--- src/hdl/bvl_pkg.sv ---
// shared constants, types and helpers of the bounded value list
package bvl_pkg;

    localparam int LIST_DEPTH = 16;
    localparam int IDX_W      = (LIST_DEPTH > 1) ? $clog2(LIST_DEPTH) : 1;
    localparam int CNT_W      = IDX_W + 1;
    localparam int VAL_W      = 32;

    localparam logic [2:0] CMD_APPEND    = 3'd0;
    localparam logic [2:0] CMD_PUSH_HEAD = 3'd1;
    localparam logic [2:0] CMD_POP_HEAD  = 3'd2;
    localparam logic [2:0] CMD_POP_TAIL  = 3'd3;
    localparam logic [2:0] CMD_REMOVE    = 3'd4;

    localparam logic [1:0] ST_OK       = 2'd0;
    localparam logic [1:0] ST_FULL     = 2'd1;
    localparam logic [1:0] ST_EMPTY    = 2'd2;
    localparam logic [1:0] ST_NOTFOUND = 2'd3;

    localparam logic [CNT_W-1:0] DEPTH_C = CNT_W'(LIST_DEPTH);

    typedef struct packed {
        logic             we;
        logic [IDX_W-1:0] waddr;
        logic [VAL_W-1:0] wdata;
        logic [IDX_W-1:0] raddr;
    } mem_req_t;

    // physical slot of a logical position in the ring
    function automatic logic [IDX_W-1:0] ring_idx(input logic [IDX_W-1:0] base,
                                                  input logic [CNT_W-1:0] off);
        logic [CNT_W-1:0] s;
        s = CNT_W'(base) + off;
        if (s >= DEPTH_C)
            s = s - DEPTH_C;
        return s[IDX_W-1:0];
    endfunction

    function automatic logic [4:0] count5(input logic [CNT_W-1:0] c);
        logic [31:0] w;
        w = 32'(c);
        return w[4:0];
    endfunction

endpackage

--- src/hdl/bounded_value_list.sv ---
// top level of the bounded value list: sequencer plus cell memory
//
//  channel  | dir | tdata (low bit up)                 | tuser
//  s_axis   | in  | item_value[31:0]                   | cmd[2:0]
//  m_axis   | out | removed_value[31:0], entry_count   | status[1:0]
//
// append and insert head write the cell on accept; remove head and remove
// tail read the cell and wait for its data; remove by value scans from the
// head, then shifts the cells after the match down one, all through the
// single read port of the cell memory. one command is in flight at a time;
// a new one is taken while the previous result waits in the output
// register. reset clears head pointer and count, not the cell contents.
module bounded_value_list (
    input  logic        clk,
    input  logic        rst_n,
    input  logic        s_axis_tvalid,
    output logic        s_axis_tready,
    input  logic [31:0] s_axis_tdata,  // item_value[31:0]
    input  logic [2:0]  s_axis_tuser,  // cmd[2:0]
    output logic        m_axis_tvalid,
    input  logic        m_axis_tready,
    output logic [39:0] m_axis_tdata,  // removed_value[31:0], entry_count[36:32], zero
    output logic [1:0]  m_axis_tuser   // status[1:0]
);
    import bvl_pkg::*;

    mem_req_t         mem_req;
    logic [VAL_W-1:0] mem_rdata;
    logic [VAL_W-1:0] removed;
    logic [4:0]       count;

    bvl_ctrl u_ctrl (
        .clk       (clk),
        .rst_n     (rst_n),
        .s_tvalid  (s_axis_tvalid),
        .s_tready  (s_axis_tready),
        .s_cmd     (s_axis_tuser),
        .s_val     (s_axis_tdata),
        .m_tvalid  (m_axis_tvalid),
        .m_tready  (m_axis_tready),
        .m_status  (m_axis_tuser),
        .m_removed (removed),
        .m_count   (count),
        .mem_req   (mem_req),
        .mem_rdata (mem_rdata)
    );

    bvl_ram #(
        .DEPTH (LIST_DEPTH),
        .AW    (IDX_W),
        .DW    (VAL_W)
    ) u_ram (
        .clk   (clk),
        .we    (mem_req.we),
        .waddr (mem_req.waddr),
        .wdata (mem_req.wdata),
        .raddr (mem_req.raddr),
        .rdata (mem_rdata)
    );

    assign m_axis_tdata = {3'b000, count, removed};

endmodule

--- src/hdl/bvl_ram.sv ---
// generic single-write single-read ram with registered read data
module bvl_ram #(
    parameter int DEPTH = 16,
    parameter int AW    = 4,
    parameter int DW    = 32
) (
    input  logic          clk,
    input  logic          we,
    input  logic [AW-1:0] waddr,
    input  logic [DW-1:0] wdata,
    input  logic [AW-1:0] raddr,
    output logic [DW-1:0] rdata
);

    logic [DW-1:0] mem [DEPTH];

    always_ff @(posedge clk)
    begin
        if (we)
            mem[waddr] <= wdata;
        rdata <= mem[raddr];
    end

endmodule

--- src/hdl/bvl_ctrl.sv ---
// command sequencer: ring pointers, scan and shift over the cell memory
module bvl_ctrl (
    input  logic                    clk,
    input  logic                    rst_n,
    input  logic                    s_tvalid,
    output logic                    s_tready,
    input  logic [2:0]              s_cmd,
    input  logic [bvl_pkg::VAL_W-1:0] s_val,
    output logic                    m_tvalid,
    input  logic                    m_tready,
    output logic [1:0]              m_status,
    output logic [bvl_pkg::VAL_W-1:0] m_removed,
    output logic [4:0]              m_count,
    output bvl_pkg::mem_req_t       mem_req,
    input  logic [bvl_pkg::VAL_W-1:0] mem_rdata
);
    import bvl_pkg::*;

    typedef enum logic [2:0] {S_IDLE, S_POP_WAIT, S_SCAN, S_SHIFT, S_DONE} state_t;

    state_t           state_reg, state_next;
    logic [IDX_W-1:0] head_reg, head_next;
    logic [CNT_W-1:0] count_reg, count_next;
    logic [CNT_W-1:0] pos_reg, pos_next;
    logic [2:0]       cmd_reg, cmd_next;
    logic [VAL_W-1:0] val_reg, val_next;
    logic [1:0]       st_reg, st_next;
    logic [VAL_W-1:0] rem_reg, rem_next;
    logic             m_tvalid_reg, m_tvalid_next;
    logic [1:0]       m_status_reg, m_status_next;
    logic [VAL_W-1:0] m_removed_reg, m_removed_next;
    logic [4:0]       m_count_reg, m_count_next;
    logic [CNT_W-1:0] last_pos;
    logic [IDX_W-1:0] head_dec;

    assign last_pos = count_reg - CNT_W'(1);
    assign head_dec = (head_reg == '0) ? IDX_W'(LIST_DEPTH - 1) : head_reg - IDX_W'(1);

    always_comb
    begin
        state_next     = state_reg;
        head_next      = head_reg;
        count_next     = count_reg;
        pos_next       = pos_reg;
        cmd_next       = cmd_reg;
        val_next       = val_reg;
        st_next        = st_reg;
        rem_next       = rem_reg;
        m_tvalid_next  = m_tvalid_reg;
        m_status_next  = m_status_reg;
        m_removed_next = m_removed_reg;
        m_count_next   = m_count_reg;
        mem_req        = '0;
        s_tready       = (state_reg == S_IDLE);

        if (m_tvalid_reg && m_tready)
            m_tvalid_next = 1'b0;

        case (state_reg)
            S_IDLE:
            begin
                if (s_tvalid)
                begin
                    cmd_next   = s_cmd;
                    val_next   = s_val;
                    st_next    = ST_OK;
                    rem_next   = '0;
                    pos_next   = '0;
                    state_next = S_DONE;
                    case (s_cmd)
                        CMD_APPEND:
                        begin
                            if (count_reg >= DEPTH_C)
                                st_next = ST_FULL;
                            else
                            begin
                                mem_req.we    = 1'b1;
                                mem_req.waddr = ring_idx(head_reg, count_reg);
                                mem_req.wdata = s_val;
                                count_next    = count_reg + CNT_W'(1);
                            end
                        end
                        CMD_PUSH_HEAD:
                        begin
                            if (count_reg >= DEPTH_C)
                                st_next = ST_FULL;
                            else
                            begin
                                mem_req.we    = 1'b1;
                                mem_req.waddr = head_dec;
                                mem_req.wdata = s_val;
                                head_next     = head_dec;
                                count_next    = count_reg + CNT_W'(1);
                            end
                        end
                        CMD_POP_HEAD, CMD_POP_TAIL:
                        begin
                            if (count_reg == '0)
                                st_next = ST_EMPTY;
                            else
                            begin
                                mem_req.raddr = (s_cmd == CMD_POP_HEAD) ? head_reg
                                              : ring_idx(head_reg, last_pos);
                                state_next = S_POP_WAIT;
                            end
                        end
                        CMD_REMOVE:
                        begin
                            if (count_reg == '0)
                                st_next = ST_EMPTY;
                            else
                            begin
                                mem_req.raddr = head_reg;
                                state_next    = S_SCAN;
                            end
                        end
                        default:
                        begin
                            st_next = ST_OK;
                        end
                    endcase
                end
            end
            S_POP_WAIT:
            begin
                rem_next   = mem_rdata;
                count_next = last_pos;
                if (cmd_reg == CMD_POP_HEAD)
                    head_next = ring_idx(head_reg, CNT_W'(1));
                state_next = S_DONE;
            end
            S_SCAN:
            begin
                // read data is the cell at pos_reg
                if (mem_rdata == val_reg)
                begin
                    rem_next = mem_rdata;
                    if (pos_reg == last_pos)
                    begin
                        count_next = last_pos;
                        state_next = S_DONE;
                    end
                    else
                    begin
                        mem_req.raddr = ring_idx(head_reg, pos_reg + CNT_W'(1));
                        state_next    = S_SHIFT;
                    end
                end
                else if (pos_reg == last_pos)
                begin
                    st_next    = ST_NOTFOUND;
                    state_next = S_DONE;
                end
                else
                begin
                    pos_next      = pos_reg + CNT_W'(1);
                    mem_req.raddr = ring_idx(head_reg, pos_reg + CNT_W'(1));
                end
            end
            S_SHIFT:
            begin
                // read data is the cell after pos_reg, move it down one
                mem_req.we    = 1'b1;
                mem_req.waddr = ring_idx(head_reg, pos_reg);
                mem_req.wdata = mem_rdata;
                pos_next      = pos_reg + CNT_W'(1);
                if (pos_reg + CNT_W'(1) == last_pos)
                begin
                    count_next = last_pos;
                    state_next = S_DONE;
                end
                else
                    mem_req.raddr = ring_idx(head_reg, pos_reg + CNT_W'(2));
            end
            S_DONE:
            begin
                if (!m_tvalid_reg || m_tready)
                begin
                    m_tvalid_next  = 1'b1;
                    m_status_next  = st_reg;
                    m_removed_next = rem_reg;
                    m_count_next   = count5(count_reg);
                    state_next     = S_IDLE;
                end
            end
            default:
            begin
                state_next = S_IDLE;
            end
        endcase
    end

    always_ff @(posedge clk or negedge rst_n)
    begin
        if (!rst_n)
        begin
            state_reg    <= S_IDLE;
            head_reg     <= '0;
            count_reg    <= '0;
            m_tvalid_reg <= 1'b0;
        end
        else
        begin
            state_reg    <= state_next;
            head_reg     <= head_next;
            count_reg    <= count_next;
            m_tvalid_reg <= m_tvalid_next;
        end
    end

    always_ff @(posedge clk)
    begin
        pos_reg       <= pos_next;
        cmd_reg       <= cmd_next;
        val_reg       <= val_next;
        st_reg        <= st_next;
        rem_reg       <= rem_next;
        m_status_reg  <= m_status_next;
        m_removed_reg <= m_removed_next;
        m_count_reg   <= m_count_next;
    end

    assign m_tvalid  = m_tvalid_reg;
    assign m_status  = m_status_reg;
    assign m_removed = m_removed_reg;
    assign m_count   = m_count_reg;

endmodule

--- config.mk ---
export PLATFORM = sky130hd
export DESIGN_NAME = bounded_value_list
export DESIGN_NICKNAME = d
export VERILOG_FILES = /design/src/hdl/bvl_pkg.sv /design/src/hdl/bounded_value_list.sv /design/src/hdl/bvl_ram.sv /design/src/hdl/bvl_ctrl.sv
export SDC_FILE = /design/constraint.sdc
export NUM_CORES = 1
export LEC_CHECK = 0
export BUFFER_PORTS_ARGS = -buffer_cell sky130_fd_sc_hd__buf_2
export CAP_MARGIN = 30
export CORE_ASPECT_RATIO = 1.2
export CORE_MARGIN = 3
export CORE_UTILIZATION = 50
export CTS_BUF_LIST = sky130_fd_sc_hd__clkbuf_2 sky130_fd_sc_hd__clkbuf_4 sky130_fd_sc_hd__clkbuf_8
export CTS_CLUSTER_SIZE = 16
export DETAILED_ROUTE_END_ITERATION = 10
export PLACE_DENSITY = 0.66
export SLEW_MARGIN = 15
export SYNTH_ARGS = -nofsm -noshare
export SYNTH_HDL_FRONTEND = slang
export SYNTH_SLANG_ARGS = --single-unit
--- constraint.sdc ---
create_clock -name clk -period 6.4 [get_ports clk]
set_input_delay 0.96 -clock clk [delete_from_list [all_inputs] [get_ports clk]]
set_output_delay 0.96 -clock clk [all_outputs]
set_load 0.1 [all_outputs]
**Word level (Yosys, flattened, before mapping)**

Memory sizes are Yosys's and may differ from the RTL's. A register that Yosys moved wholly into a read port is not among the register bits.
Cells that the tools add are included.

- Register bits: 126
- Bits in writable memories: 512
- Output and inout port bits: 44
- Logic and storage cells: 144
- Memories kept: 1

Memories:

| memory | words | bits a word | rd ports | clocked after Yosys merged registers in | write ports | RTL line | text |
|---|---|---|---|---|---|---|---|
| u_ram.mem | 16 | 32 | 1 | 1 | 1 | bvl_ram.sv:15 | `logic [DW-1:0] mem [DEPTH];` |

- Add/sub/neg operators: 17
- Magnitude comparators: 7
- Eq/ne operators: 24
- Mux-type cells: 60
- Reductions and logical operators: 23

Operators with widths:

| kind | number |
|---|---|
| $pmux 37 s2 | 2 |
| $pmux 32 s3 | 1 |
| $mux 37 | 2 |
| $mux 32 | 2 |
| $mux 4 | 16 |
| $mux 5 | 9 |
| $mux 41 | 1 |
| $ge 5x5->1 const B | 7 |
| $eq 32x32->1 | 1 |
| $sub 4x1->4 const B | 7 |
| $add 4x5->5 | 5 |
| $mux 3 | 8 |
| $pmux 5 s4 | 1 |
| $pmux 4 s2 | 2 |
| $eq 3x2->1 const B | 5 |
| $pmux 3 s5 | 1 |
| $pmux 5 s3 | 1 |
| $ne 2x1->1 const B | 6 |
| $pmux 4 s3 | 1 |
| $reduce_and 4->1 | 3 |
| $add 5x1->5 const B | 2 |
| $eq 5x5->1 | 2 |
| $ne 2x2->1 const B | 5 |
| $mux 2 | 4 |
| 24 further kinds | 37 |

**Logic depth before layout (Yosys ltp)**

Gate-level depths: netlist of run 1.

- Word-level depth: 11
- Mapped depth: 13

**Cells and area by module**

A second synthesis of run 1 with hierarchy kept.

- Cells, all modules: 1324
- Area total of the unflattened synthesis: 26125.1 um^2

By module, submodules not included:

| module | instances | cells each | area an instance (um^2) |
|---|---|---|---|
| bvl_ram | 1 | 838 | 19835.3 |
| bvl_ctrl | 1 | 482 | 6263.5 |
| bounded_value_list | 1 | 4 | 26.3 |

**Worst setup path after synthesis of run 1**

Ideal clock, no wire load.

- Path type: flip-flop to flip-flop
- Start: reg u_ctrl.state_reg[2]
- End: mem u_ram.mem[15][0] (enable)
- Setup time: 0.421 ns
- Arrival time: 5.236 ns
- Required time: 5.979 ns
- Slack: 0.743 ns
- Stages on the path, launching flop included: 9
- Path buffers: 1
- Clock period less this slack: 5.657 ns
- Cells stage by stage: dfrtp_1 -> clkbuf_1 -> nor3_1 -> nand3_1 -> a211oi_1 -> a21oi_1 -> inv_1 -> nand2_1 -> nor2_1

- Longest elaborated chain between the ends: 4

RTL lines:

| item | RTL line | text |
|---|---|---|
| start, declared | bvl_ctrl.sv:21 | `state_t state_reg, state_next;` |
| start signal, assigned | bvl_ctrl.sv:204 | `state_reg <= state_next;` |
| $logic_not 3->1 * | - |  |
| net s_axis_tready | bounded_value_list.sv:17 | `output logic s_axis_tready,` |
| $pmux 37 s2 * | bvl_ctrl.sv:59 | `case (state_reg)` |
| $mux 1 | bvl_ram.sv:19 | `if (we)` |
| $mux 1 (implied by the code) | bvl_ram.sv:20 | `mem[waddr] <= wdata;` |
| end, declared | bvl_ram.sv:15 |  |

Mark *: on every way through the listed nets, which the timed path passes. The rest lies on a longest branch.

**Final worst setup path of run 1**

- Start: reg u_ctrl.count_reg[0]
- End: reg u_ram.rdata[30], read port of u_ram.mem

- Longest elaborated chain between the ends: 9

RTL lines:

| item | RTL line | text |
|---|---|---|
| start, declared | bvl_ctrl.sv:23 | `logic [CNT_W-1:0] count_reg, count_next;` |
| start signal, assigned | bvl_ctrl.sv:206 | `count_reg <= count_next;` |
| $sub 5x1->5 | bvl_ctrl.sv:36 | `assign last_pos = count_reg - CNT_W'(1);` |
| $add 4x5->5 | bvl_pkg.sv:33 | `s = CNT_W'(base) + off;` |
| $sub 4x1->4 / $ge 5x5->1 (equally long branches) | bvl_pkg.sv:35, bvl_pkg.sv:34 |  |
| $mux 4 | bvl_pkg.sv:34 | `if (s >= DEPTH_C)` |
| $mux 4 | bvl_ctrl.sv:102 | `mem_req.raddr = (s_cmd == CMD_POP_HEAD) ? head_reg` |
| $mux 4 | bvl_ctrl.sv:98 | `if (count_reg == '0)` |
| $pmux 4 s2 | bvl_ctrl.sv:70 | `case (s_cmd)` |
| $mux 41 | bvl_ctrl.sv:62 | `if (s_tvalid)` |
| $pmux 4 s3 * | bvl_ctrl.sv:59 |  |
| end, declared | bvl_ram.sv:12 | `output logic [DW-1:0] rdata` |

Mark *: on every way between the ends. The rest lies on a longest branch, timed or not.
A chain may end at the register's enable or synchronous reset.

==> impl_metrics.json, run 1 <==
{
  "wirelength_mm": 63.4,
  "insertion_delay_ns": 0.70,
  "dr_total_vias": 14400,
  "rows": 91,
  "post-dp-hpwl_mm": 35.9,
  "yosysTopAreaCell": "edfxtp_1",
  "htreeDepth": 3,
  "min_path_type": "primary input to asynchronous set/reset pin",
  "cts_tree": "yes",
  "largest_reg_flops": 512,
  "clock-root-buffer": "clkbuf_8",
  "synth.avg_cell_area_sq_um": 17.2,
  "drt-initial-drc-count": 1361,
  "grt-ovfl-total": 0,
  "yosysWarnings": 0,
  "fin_tns_setup_ns": 0,
  "cts_buffers": 101,
  "grt_pass1_wl_mm": 93.7,
  "cp_slowest_cell": "dfrtp_1",
  "globalplace.congestion": 0.850,
  "finalCritPeriodShare_pct": 69.0,
  "tightest_slew_ns": 1.01,
  "layout_commonest_cell": "edfxtp_1",
  "core-area_sq_mm": 0.0518,
  "cp.arrival_ns": 4.99,
  "critPathMaxFanout": 19,
  "grt.total_usage_pct": 22.9,
  "drv_cap": 0,
  "drtPass1Iterations": 5,
  "synth-edff-count": 625,
  "post_cts_buffers": 0,
  "synth_fa_ha_area_share_pct": 1.33,
  "synthArstFlopShare_pct": 1.94,
  "synth_seq_area_share_pct": 74.8,
  "synth_top_area_share_pct": 71.1,
  "grt_max_degree": 105,
  "hold_slack_ns": 0.151,
  "synth.distinct_cells": 62,
  "vias_per_cell": 5.85,
  "period_needed_ns": 4.42,
  "final_antenna_net_count": 0,
  "rrSetupSlack_ns": 1.98,
  "io_pins": 83,
  "clk_path_buf_depth": 3,
  "critPathBufInv": 2,
  "clk_pin_slew_ns": 0.07,
  "initial_core_util_pct": 50.9,
  "synth_compound_area_share_pct": 5.71,
  "antenna_found_initial": 1,
  "fmax_mhz": 226,
  "drive_gt1_share_pct": 18.4,
  "synth_xor_area_share_pct": 2.36,
  "p_leak_nw": 9.71,
  "cts.sinks": 670,
  "synth_top_family_by_area": "multiplexers",
  "fillers": 3936,
  "path_class": "flop to flop",
  "rsz0062_at_grt": "no",
  "final-hold-violation-count": 0,
  "cp-startpoint": "u_ctrl.count_reg[0]$_DFFE_PN0P_",
  "netlist_top_cells_area": "edfxtp_1 (71%), mux2i_1 (9.8%), o22ai_1 (3.1%), dfxtp_1 (2.4%), xor2_1 (1.4%)",
  "crit_path_frequent_cell": "ha_1",
  "setup_viol": 0,
  "critPathTopFamily": "compound AO/OA/AOI/OAI gates",
  "fin_nets": 1746,
  "synth.area.mux_share_pct": 9.87,
  "start_kind": "flop",
  "syn_inst": 1537,
  "post_cts_resized": 0,
  "grt_pass1_vias": 14600,
  "die_x_microns": 216,
  "max_slew_margin_pct": 32.4,
  "die_h_microns": 258,
  "syn-cell-area_sq_mm": 0.0264,
  "cp_cell_sequence": "inv_1, ha_1, xor2_2, ha_1, a21oi_1, a2111oi_1, o2111a_1, nor3_1, o211a_1, nand3_2, buf_4, o22ai_1, or4_1",
  "crit_path_end_kind": "flop",
  "drv_slew": 0,
  "area_growth_pct": 13.5,
  "peakVddDrop_v": 0.000343,
  "dieArea_sq_mm": 0.0556,
  "synthSimpleGateAreaFrac_pct": 4.24,
  "outcome": "completed",
  "regMostFlops": "u_ram.mem",
  "clock-skew-final_ns": 0.0365,
  "drc_errors": 0,
  "cp_slowest_stage_delay_ns": 0.54,
  "wl_per_cell_microns": 25.7,
  "power_density_mw_per_mm2": 458,
  "synthFlopType": "edfxtp_1",
  "final_cell_mix": "edfxtp_1 (625), mux2i_1 (259), o22ai_1 (131)",
  "portBuffers": 79,
  "postCtsHoldBufs": 0,
  "r2r-start": "u_ctrl.count_reg[0]$_DFFE_PN0P_",
  "worst_ep_required_time_ns": 6.97,
  "ys_ff_latch": 670
}
through the flow:
stage	instance area [sq um]	setup slack (ns)	power [mW]	cells	utilization (%)
after floorplan	26400	0.743	8.95	1539	-
after global placement	27700	2.10	10.1	2271	53.5
after detailed placement	27800	2.07	10.2	2274	53.7
after CTS	29900	2.01	13.8	2463	57.7
after global routing	29900	1.64	14.3	2466	57.8
final	29900	1.98	13.7	2466	57.8
Yosys cell counts (3+ instances only):
library cell and number:
nor3_1 8, xor2_1 43, dfrtp_1 13, nor2b_1 36, a21oi_1 12, nor2_1 45, nand2_1 34, buf_4 7
o31ai_1 3, edfxtp_1 625, dfxtp_1 32, o22ai_1 131, nor4_1 10, ha_1 20, nand2b_1 8, nand3_2 4
and3_1 3, mux2i_1 259, buf_2 44, or4_1 32, o21ai_0 13, nand3_1 13, a22o_1 33, inv_1 16
clkbuf_1 21, a21o_1 4, xnor2_1 21, fa_1 5
layer usage:
metal | GRT usage, % | share of wire, % | vias up
li1 | - | - | 6394
met3 | 3.73 | 6.9 | 116
met5 | 0 | 0 | -
met1 | 31.4 | 42 | 7351
met2 | 36.5 | 48 | 567
met4 | 9.84 | 3.3 | 0
power breakdown:
group          total (mW)  internal (mW)  switching (mW)
Combinational        4.35           1.46            2.89
Clock                3.57           1.94            1.63
Sequential           5.79           5.42           0.375
worst paths after layout:
check	endpoint	cells after the start
max	u_ram.rdata[30]$_DFF_P_	13
min	u_ctrl.state_reg[1]$_DFFE_PN0P_	1
max reg2reg	u_ram.rdata[30]$_DFF_P_	13
min reg2reg	u_ctrl.m_removed[2]$_DFFE_PP_	0
max in group asynchronous	u_ctrl.count_reg[2]$_DFFE_PN0P_	1
min in group clk	u_ctrl.m_removed[2]$_DFFE_PP_	0
cell families after synthesis:
group,Yosys count
compound gates,219
xor+xnor,67
buf+inv,92
flops,670
simple gates,203
mux,260
fa+ha+maj,25
other cells,1
area by class of cell:
class | instances | area (sq um) | share of cell area (%)
Tap cell | 697 | 872 | 2.91
Clock buffer | 142 | 1750 | 5.84
Antenna cell | 1 | 2.50 | 0.00836
Timing Repair Buffer | 116 | 788 | 2.63
Inverter | 16 | 60.1 | 0.201
Multi-Input combinational cell | 777 | 6390 | 21.3
Sequential cell | 670 | 19700 | 65.9
Clock inverter | 47 | 347 | 1.16
(Power assumes the default switching activity.)
==> run 2, diff against run 1 <==
- clock period: 6.4 -> 4.1 ns (I/O delays scaled with it)
==> run 2 against run 1 <==
Maximum frequency increased by 15%. Count of clock-buffer cells in the layout increased by 13. Power is 59% higher. Final area up 1.6%. Flip-flop and latch count did not move. Sequential power increased by 55%. Combinational power increased by 68%. Critical path type unchanged. Highest routed layer is now met5.
==> impl_metrics.json, run 2 (synthesis gave the netlist of run 1 again) <==
{
  "outcome": "completed",
  "clock-skew-final_ns": 0.0453,
  "critPathMaxFanout": 20,
  "start_kind": "flop",
  "r2r-start": "u_ctrl.count_reg[0]$_DFFE_PN0P_",
  "wl_met2_mm": 32.3,
  "hold_slack_ns": 0.116,
  "fin_tns_setup_ns": 0,
  "drv_slew": 0,
  "finalCritPeriodShare_pct": 93.7,
  "final-hold-violation-count": 0,
  "critical_path_depth": 13,
  "final_cell_mix": "edfxtp_1 (625), mux2i_1 (259), o22ai_1 (131)",
  "max_slew_margin_pct": 41.5,
  "final_antenna_net_count": 0,
  "total_power_mw": 21.8,
  "largest_reg_flops": 512,
  "insertion_delay_ns": 0.69,
  "die_x_microns": 216,
  "critPathTopFamily": "simple AND/OR/NAND/NOR gates",
  "htreeDepth": 3,
  "drc_errors": 0,
  "area_growth_pct": 15.3,
  "cts_tree": "yes",
  "layout_commonest_cell": "edfxtp_1",
  "cp_cell_sequence": "inv_1, ha_1, xor2_2, ha_1, a21oi_1, a2111oi_2, nor4_1, nor3_1, o211ai_1, nand3_2, buf_12, o22ai_1, or4_1",
  "core-area_sq_mm": 0.0518,
  "power_density_mw_per_mm2": 717,
  "crit_path_end_kind": "flop",
  "cp.arrival_ns": 4.36,
  "drv_cap": 0,
  "fillers": 3882,
  "holdPathEnd": "u_ctrl.val_reg[16]$_DFFE_PP_",
  "wl_per_cell_microns": 26.2,
  "r2r-end": "u_ram.rdata[8]$_DFF_P_",
  "rrSetupSlack_ns": 0.26,
  "dr_total_vias": 14800,
  "tightest_slew_ns": 0.869,
  "clk_path_buf_depth": 3,
  "antenna_found_initial": 3,
  "die_h_microns": 258,
  "hold_depth": 1,
  "p_leak_nw": 9.95,
  "drtPass1Iterations": 5,
  "grt_max_degree": 46,
  "top_layer_used": "met5",
  "period_needed_ns": 3.84,
  "post_cts_buffers": 0,
  "post-dp-hpwl_mm": 38.2,
  "clock-root-buffer": "clkbuf_8",
  "cts.sinks": 670,
  "peakVddDrop_v": 0.000587,
  "grt-ovfl-total": 0,
  "drt-initial-drc-count": 1427,
  "io_pins": 83,
  "min_from": "s_axis_tdata[16]",
  "initial_core_util_pct": 50.9,
  "reg2reg_depth": 13,
  "fmax_mhz": 260,
  "critPathBufInv": 2,
  "grt.total_usage_pct": 23.6,
  "cp_slowest_stage_delay_ns": 0.51,
  "grt_pass1_wl_mm": 96.5,
  "setup_viol": 0,
  "cp_slowest_cell": "or4_1",
  "cts_buffers": 102,
  "vias_per_cell": 5.92,
  "min_path_type": "primary input to flop",
  "portBuffers": 79,
  "rows": 91,
  "fin_nets": 1784,
  "path_class": "flop to flop",
  "dr_wl_met3_mm": 5.04,
  "rsz0062_at_grt": "no",
  "globalplace.congestion": 0.844,
  "clk_pin_slew_ns": 0.06,
  "dieArea_sq_mm": 0.0556,
  "wirelength_mm": 65.6,
  "regMostFlops": "u_ram.mem",
  "worst_ep_required_time_ns": 4.62,
  "grt_pass1_vias": 15000,
  "crit_path_frequent_cell": "ha_1",
  "cp-startpoint": "u_ctrl.count_reg[0]$_DFFE_PN0P_",
  "drive_gt1_share_pct": 20.2,
  "drt-met1-wl_mm": 26.5
}
## run 2: cell types whose count changed in the layout (fill, tap and decap cells not counted), sizes merged
| cell | delta |
|---|---|
| buf | +36 |
| bufinv | -2 |
| clkbuf | +13 |
| clkinv | -7 |
| clkinvlp | +1 |
| dlygate4sd3 | +1 |
| inv | -3 |
## run 2: cell type report
class / count / area, sq um / area share, %
Antenna cell: 1 / 2.50 / 0.00822
Inverter: 16 / 60.1 / 0.197
Timing Repair Buffer: 153 / 1280 / 4.19
Sequential cell: 670 / 19700 / 64.9
Multi-Input combinational cell: 777 / 6400 / 21.0
Clock buffer: 155 / 1860 / 6.11
Clock inverter: 36 / 226 / 0.744
Tap cell: 697 / 872 / 2.87
## run 2: what timing repair did
item / CTS / global route
hold buffers: 1 / 0
gates resized for setup: 0 / 1
hold endpoints to repair: 13 / 0
endpoints found under the setup margin: 0 / 20
## run 2: how the worst max path moves through the flow
stage	to	slack, ns
after floorplan	u_ram.mem[15][0]$_DFFE_PP_	-0.49
after global placement	u_ram.rdata[15]$_DFF_P_	0.31
after detailed placement	u_ram.rdata[22]$_DFF_P_	0.25
after CTS	u_ram.rdata[10]$_DFF_P_	0.21
after global routing	u_ram.rdata[8]$_DFF_P_	0.01
final	u_ram.rdata[8]$_DFF_P_	0.26
## run 2: metrics by stage
stage	setup slack, ns	util, %	area [sq um]	cells
4_1_cts	0.209	58.7	30400	2503
2_1_floorplan	-0.487	-	26400	1539
3_3_place_gp	0.310	54.7	28300	2311
3_5_place_dp	0.248	54.7	28300	2311
5_1_grt	0.0132	58.7	30400	2505
6_report	0.256	58.7	30400	2505
## run 2: layer usage
metal / up-vias / GRT usage, %
li1: 6452 / -
met1: 7575 / 31.5
met2: 659 / 39.2
met3: 142 / 4.34
met4: 2 / 8.63
met5: - / 0
## run 2: power by group
group	switching [mW]	leakage (nW)	total, mW	internal [mW]
logic	4.76	2.92	7.32	2.57
registers	0.511	5.92	8.97	8.45
clock network	2.49	1.10	5.51	3.02
==> run 3, diff against run 2 <==
--- a/config.mk
+++ b/config.mk
@@ -12,4 +12,5 @@
 export CORE_UTILIZATION = 50
 export CTS_BUF_LIST = sky130_fd_sc_hd__clkbuf_2 sky130_fd_sc_hd__clkbuf_4 sky130_fd_sc_hd__clkbuf_8
+export CTS_CLUSTER_DIAMETER = 30
 export CTS_CLUSTER_SIZE = 16
 export DETAILED_ROUTE_END_ITERATION = 10
==> constraint.sdc (replaced) <==
create_clock -name clk -period 4.1 [get_ports clk]
set_input_delay 0.205 -clock clk [delete_from_list [all_inputs] [get_ports clk]]
set_output_delay 0.205 -clock clk [all_outputs]
set_load 0.1 [all_outputs]
==> run 3 against run 2 <==
Largest power group unchanged. Routed wire length increased by 1.2%. First-iteration DRC count increased by 16%. Critical endpoint is now u_ram.rdata[9]$_DFF_P_. Sequential power about the same. Cell count increased by 2.4%. Non-clock buffer count increased by 37. Power increased by 6.5%.
==> impl_metrics.json, run 3 (synthesis gave the netlist of run 1 again) <==
{
  "outcome": "completed",
  "cts.sinks": 670,
  "crit_path_end_kind": "flop",
  "period_needed_ns": 3.79,
  "hold_depth": 2,
  "pwr-share-comb_pct": 31.8,
  "final_cell_mix": "edfxtp_1 (625), mux2i_1 (259), o22ai_1 (131)",
  "r2r-start": "u_ctrl.count_reg[0]$_DFFE_PN0P_",
  "final_antenna_net_count": 0,
  "layout_commonest_cell": "edfxtp_1",
  "place_ws_ns": 0.272,
  "fmax_mhz": 264,
  "fin_ws_ns": 0.313,
  "fillers": 3778,
  "antenna_found_initial": 1,
  "hold_slack_ns": 0.196,
  "final-hold-violation-count": 0,
  "finalCritPeriodShare_pct": 92.4,
  "fin_nets": 1831,
  "wl_per_cell_microns": 25.9,
  "cts_buffers": 112,
  "dieArea_sq_mm": 0.0556,
  "htreeDepth": 3,
  "largest_reg_flops": 512,
  "min_from": "s_axis_tdata[16]",
  "reg2reg_depth": 13,
  "grt-ovfl-total": 0,
  "drc_errors": 0,
  "drt-initial-drc-count": 1657,
  "critPathMaxFanout": 20,
  "max_slew_margin_pct": 40.1,
  "clk_path_buf_depth": 3,
  "clk_pin_slew_ns": 0.08,
  "rows": 91,
  "post_cts_buffers": 0,
  "start_kind": "flop",
  "tightest_slew_ns": 0.892,
  "core-area_sq_mm": 0.0518,
  "peakVddDrop_v": 0.000465,
  "cp.arrival_ns": 4.35,
  "seqCellArea_sq_mm": 0.0197,
  "p_leak_nw": 10.3,
  "portBuffers": 79,
  "setup_viol": 0,
  "p_int_mw": 15.0,
  "area_growth_pct": 19.0,
  "drv_slew": 0,
  "grt_pass1_wl_mm": 98.1,
  "insertion_delay_ns": 0.73,
  "cts_tree": "yes",
  "drv_cap": 0,
  "pwr-share-seq_pct": 38.6,
  "initial_core_util_pct": 50.9,
  "power_density_mw_per_mm2": 740,
  "rsz0062_at_grt": "no",
  "cp-startpoint": "u_ctrl.count_reg[0]$_DFFE_PN0P_",
  "clock-skew-final_ns": 0.0666,
  "dr_total_vias": 15000,
  "fin_util_pct": 60.6,
  "grt.total_usage_pct": 23.9,
  "io_pins": 83,
  "fin_tns_setup_ns": 0,
  "power_switching_share_pct": 35.5,
  "path_class": "flop to flop",
  "multi_input_area_sq_mm": 0.00640,
  "clock-root-buffer": "clkbuf_8",
  "globalplace.congestion": 0.844,
  "min_path_type": "primary input to flop",
  "netSwitchingPower_mw": 8.23,
  "drive_gt1_share_pct": 21.3,
  "power_frac_clock_pct": 29.6,
  "post-dp-hpwl_mm": 38.3,
  "regMostFlops": "u_ram.mem",
  "grt_pass1_vias": 15400,
  "wirelength_mm": 66.4,
  "worst_ep_required_time_ns": 4.66,
  "die_h_microns": 258,
  "drtPass1Iterations": 6,
  "grt_max_degree": 46,
  "vias_per_cell": 5.87,
  "die_x_microns": 216
}
-- run 3: cell type report --
class / instances / share of cell area [%]
Tap cell: 697 / 2.78
Clock buffer: 134 / 5.55
Multi-Input combinational cell: 777 / 20.4
Antenna cell: 2 / 0.0159
Timing Repair Buffer: 190 / 5.22
Sequential cell: 670 / 62.8
Clock inverter: 78 / 3.02
Inverter: 16 / 0.191
-- run 3: what timing repair did --
item,4_1_cts,5_1_grt
gates resized for setup,0,1
hold buffers,39,0
setup endpoints to repair,0,18
endpoints found under the hold margin,53,0
-- run 3: power groups by stage --
stage                     combinational [mW]  clock [mW]  sequential, mW
after CTS                               7.37        6.99            8.97
final                                   7.38        6.87            8.97
after global routing                    7.83        7.30            9.03
after floorplan                         4.14           0            9.84
after detailed placement                7.32           0            9.10
after global placement                  7.19           0            9.09
-- run 3: path summary, 6_finish.rpt --
check | end | slack [ns]
max | u_ram.rdata[9]$_DFF_P_ | 0.31
min in group asynchronous | u_ctrl.head_reg[3]$_DFFE_PN0P_ | 0.62
min reg2reg | u_ctrl.m_removed[0]$_DFFE_PP_ | 0.40
max reg2reg | u_ram.rdata[9]$_DFF_P_ | 0.31
max in group asynchronous | u_ctrl.count_reg[1]$_DFFE_PN0P_ | 3.04
min | u_ctrl.val_reg[16]$_DFFE_PP_ | 0.20
-- run 3: layer usage --
metal | vias up | part of all wire (%) | global-route usage (%)
li1 | 6564 | - | -
met1 | 7669 | 41 | 32.2
met2 | 681 | 48 | 39.0
met3 | 129 | 7.4 | 4.13
met4 | 0 | 3.3 | 10.0
met5 | - | 0 | 0
-- run 3: worst max-delay path, cell delays in order (launching register included) --
cell,delay (ns)
dfrtp_1,0.34
inv_1,0.09
ha_1,0.29
xor2_2,0.22
ha_1,0.34
a21oi_1,0.11
a2111oi_2,0.42
nor4_1,0.10
nor3_1,0.25
o211ai_1,0.28
nand3_2,0.30
buf_12,0.23
o22ai_1,0.11
or4_1,0.53
-- run 3: metrics by stage --
step	instances	power (mW)	cell area (sq um)
after floorplan	1539	14.0	26400
after global placement	2311	16.3	28300
after detailed placement	2311	16.4	28300
after CTS	2562	23.3	31400
after global routing	2563	24.2	31400
final	2564	23.2	31400
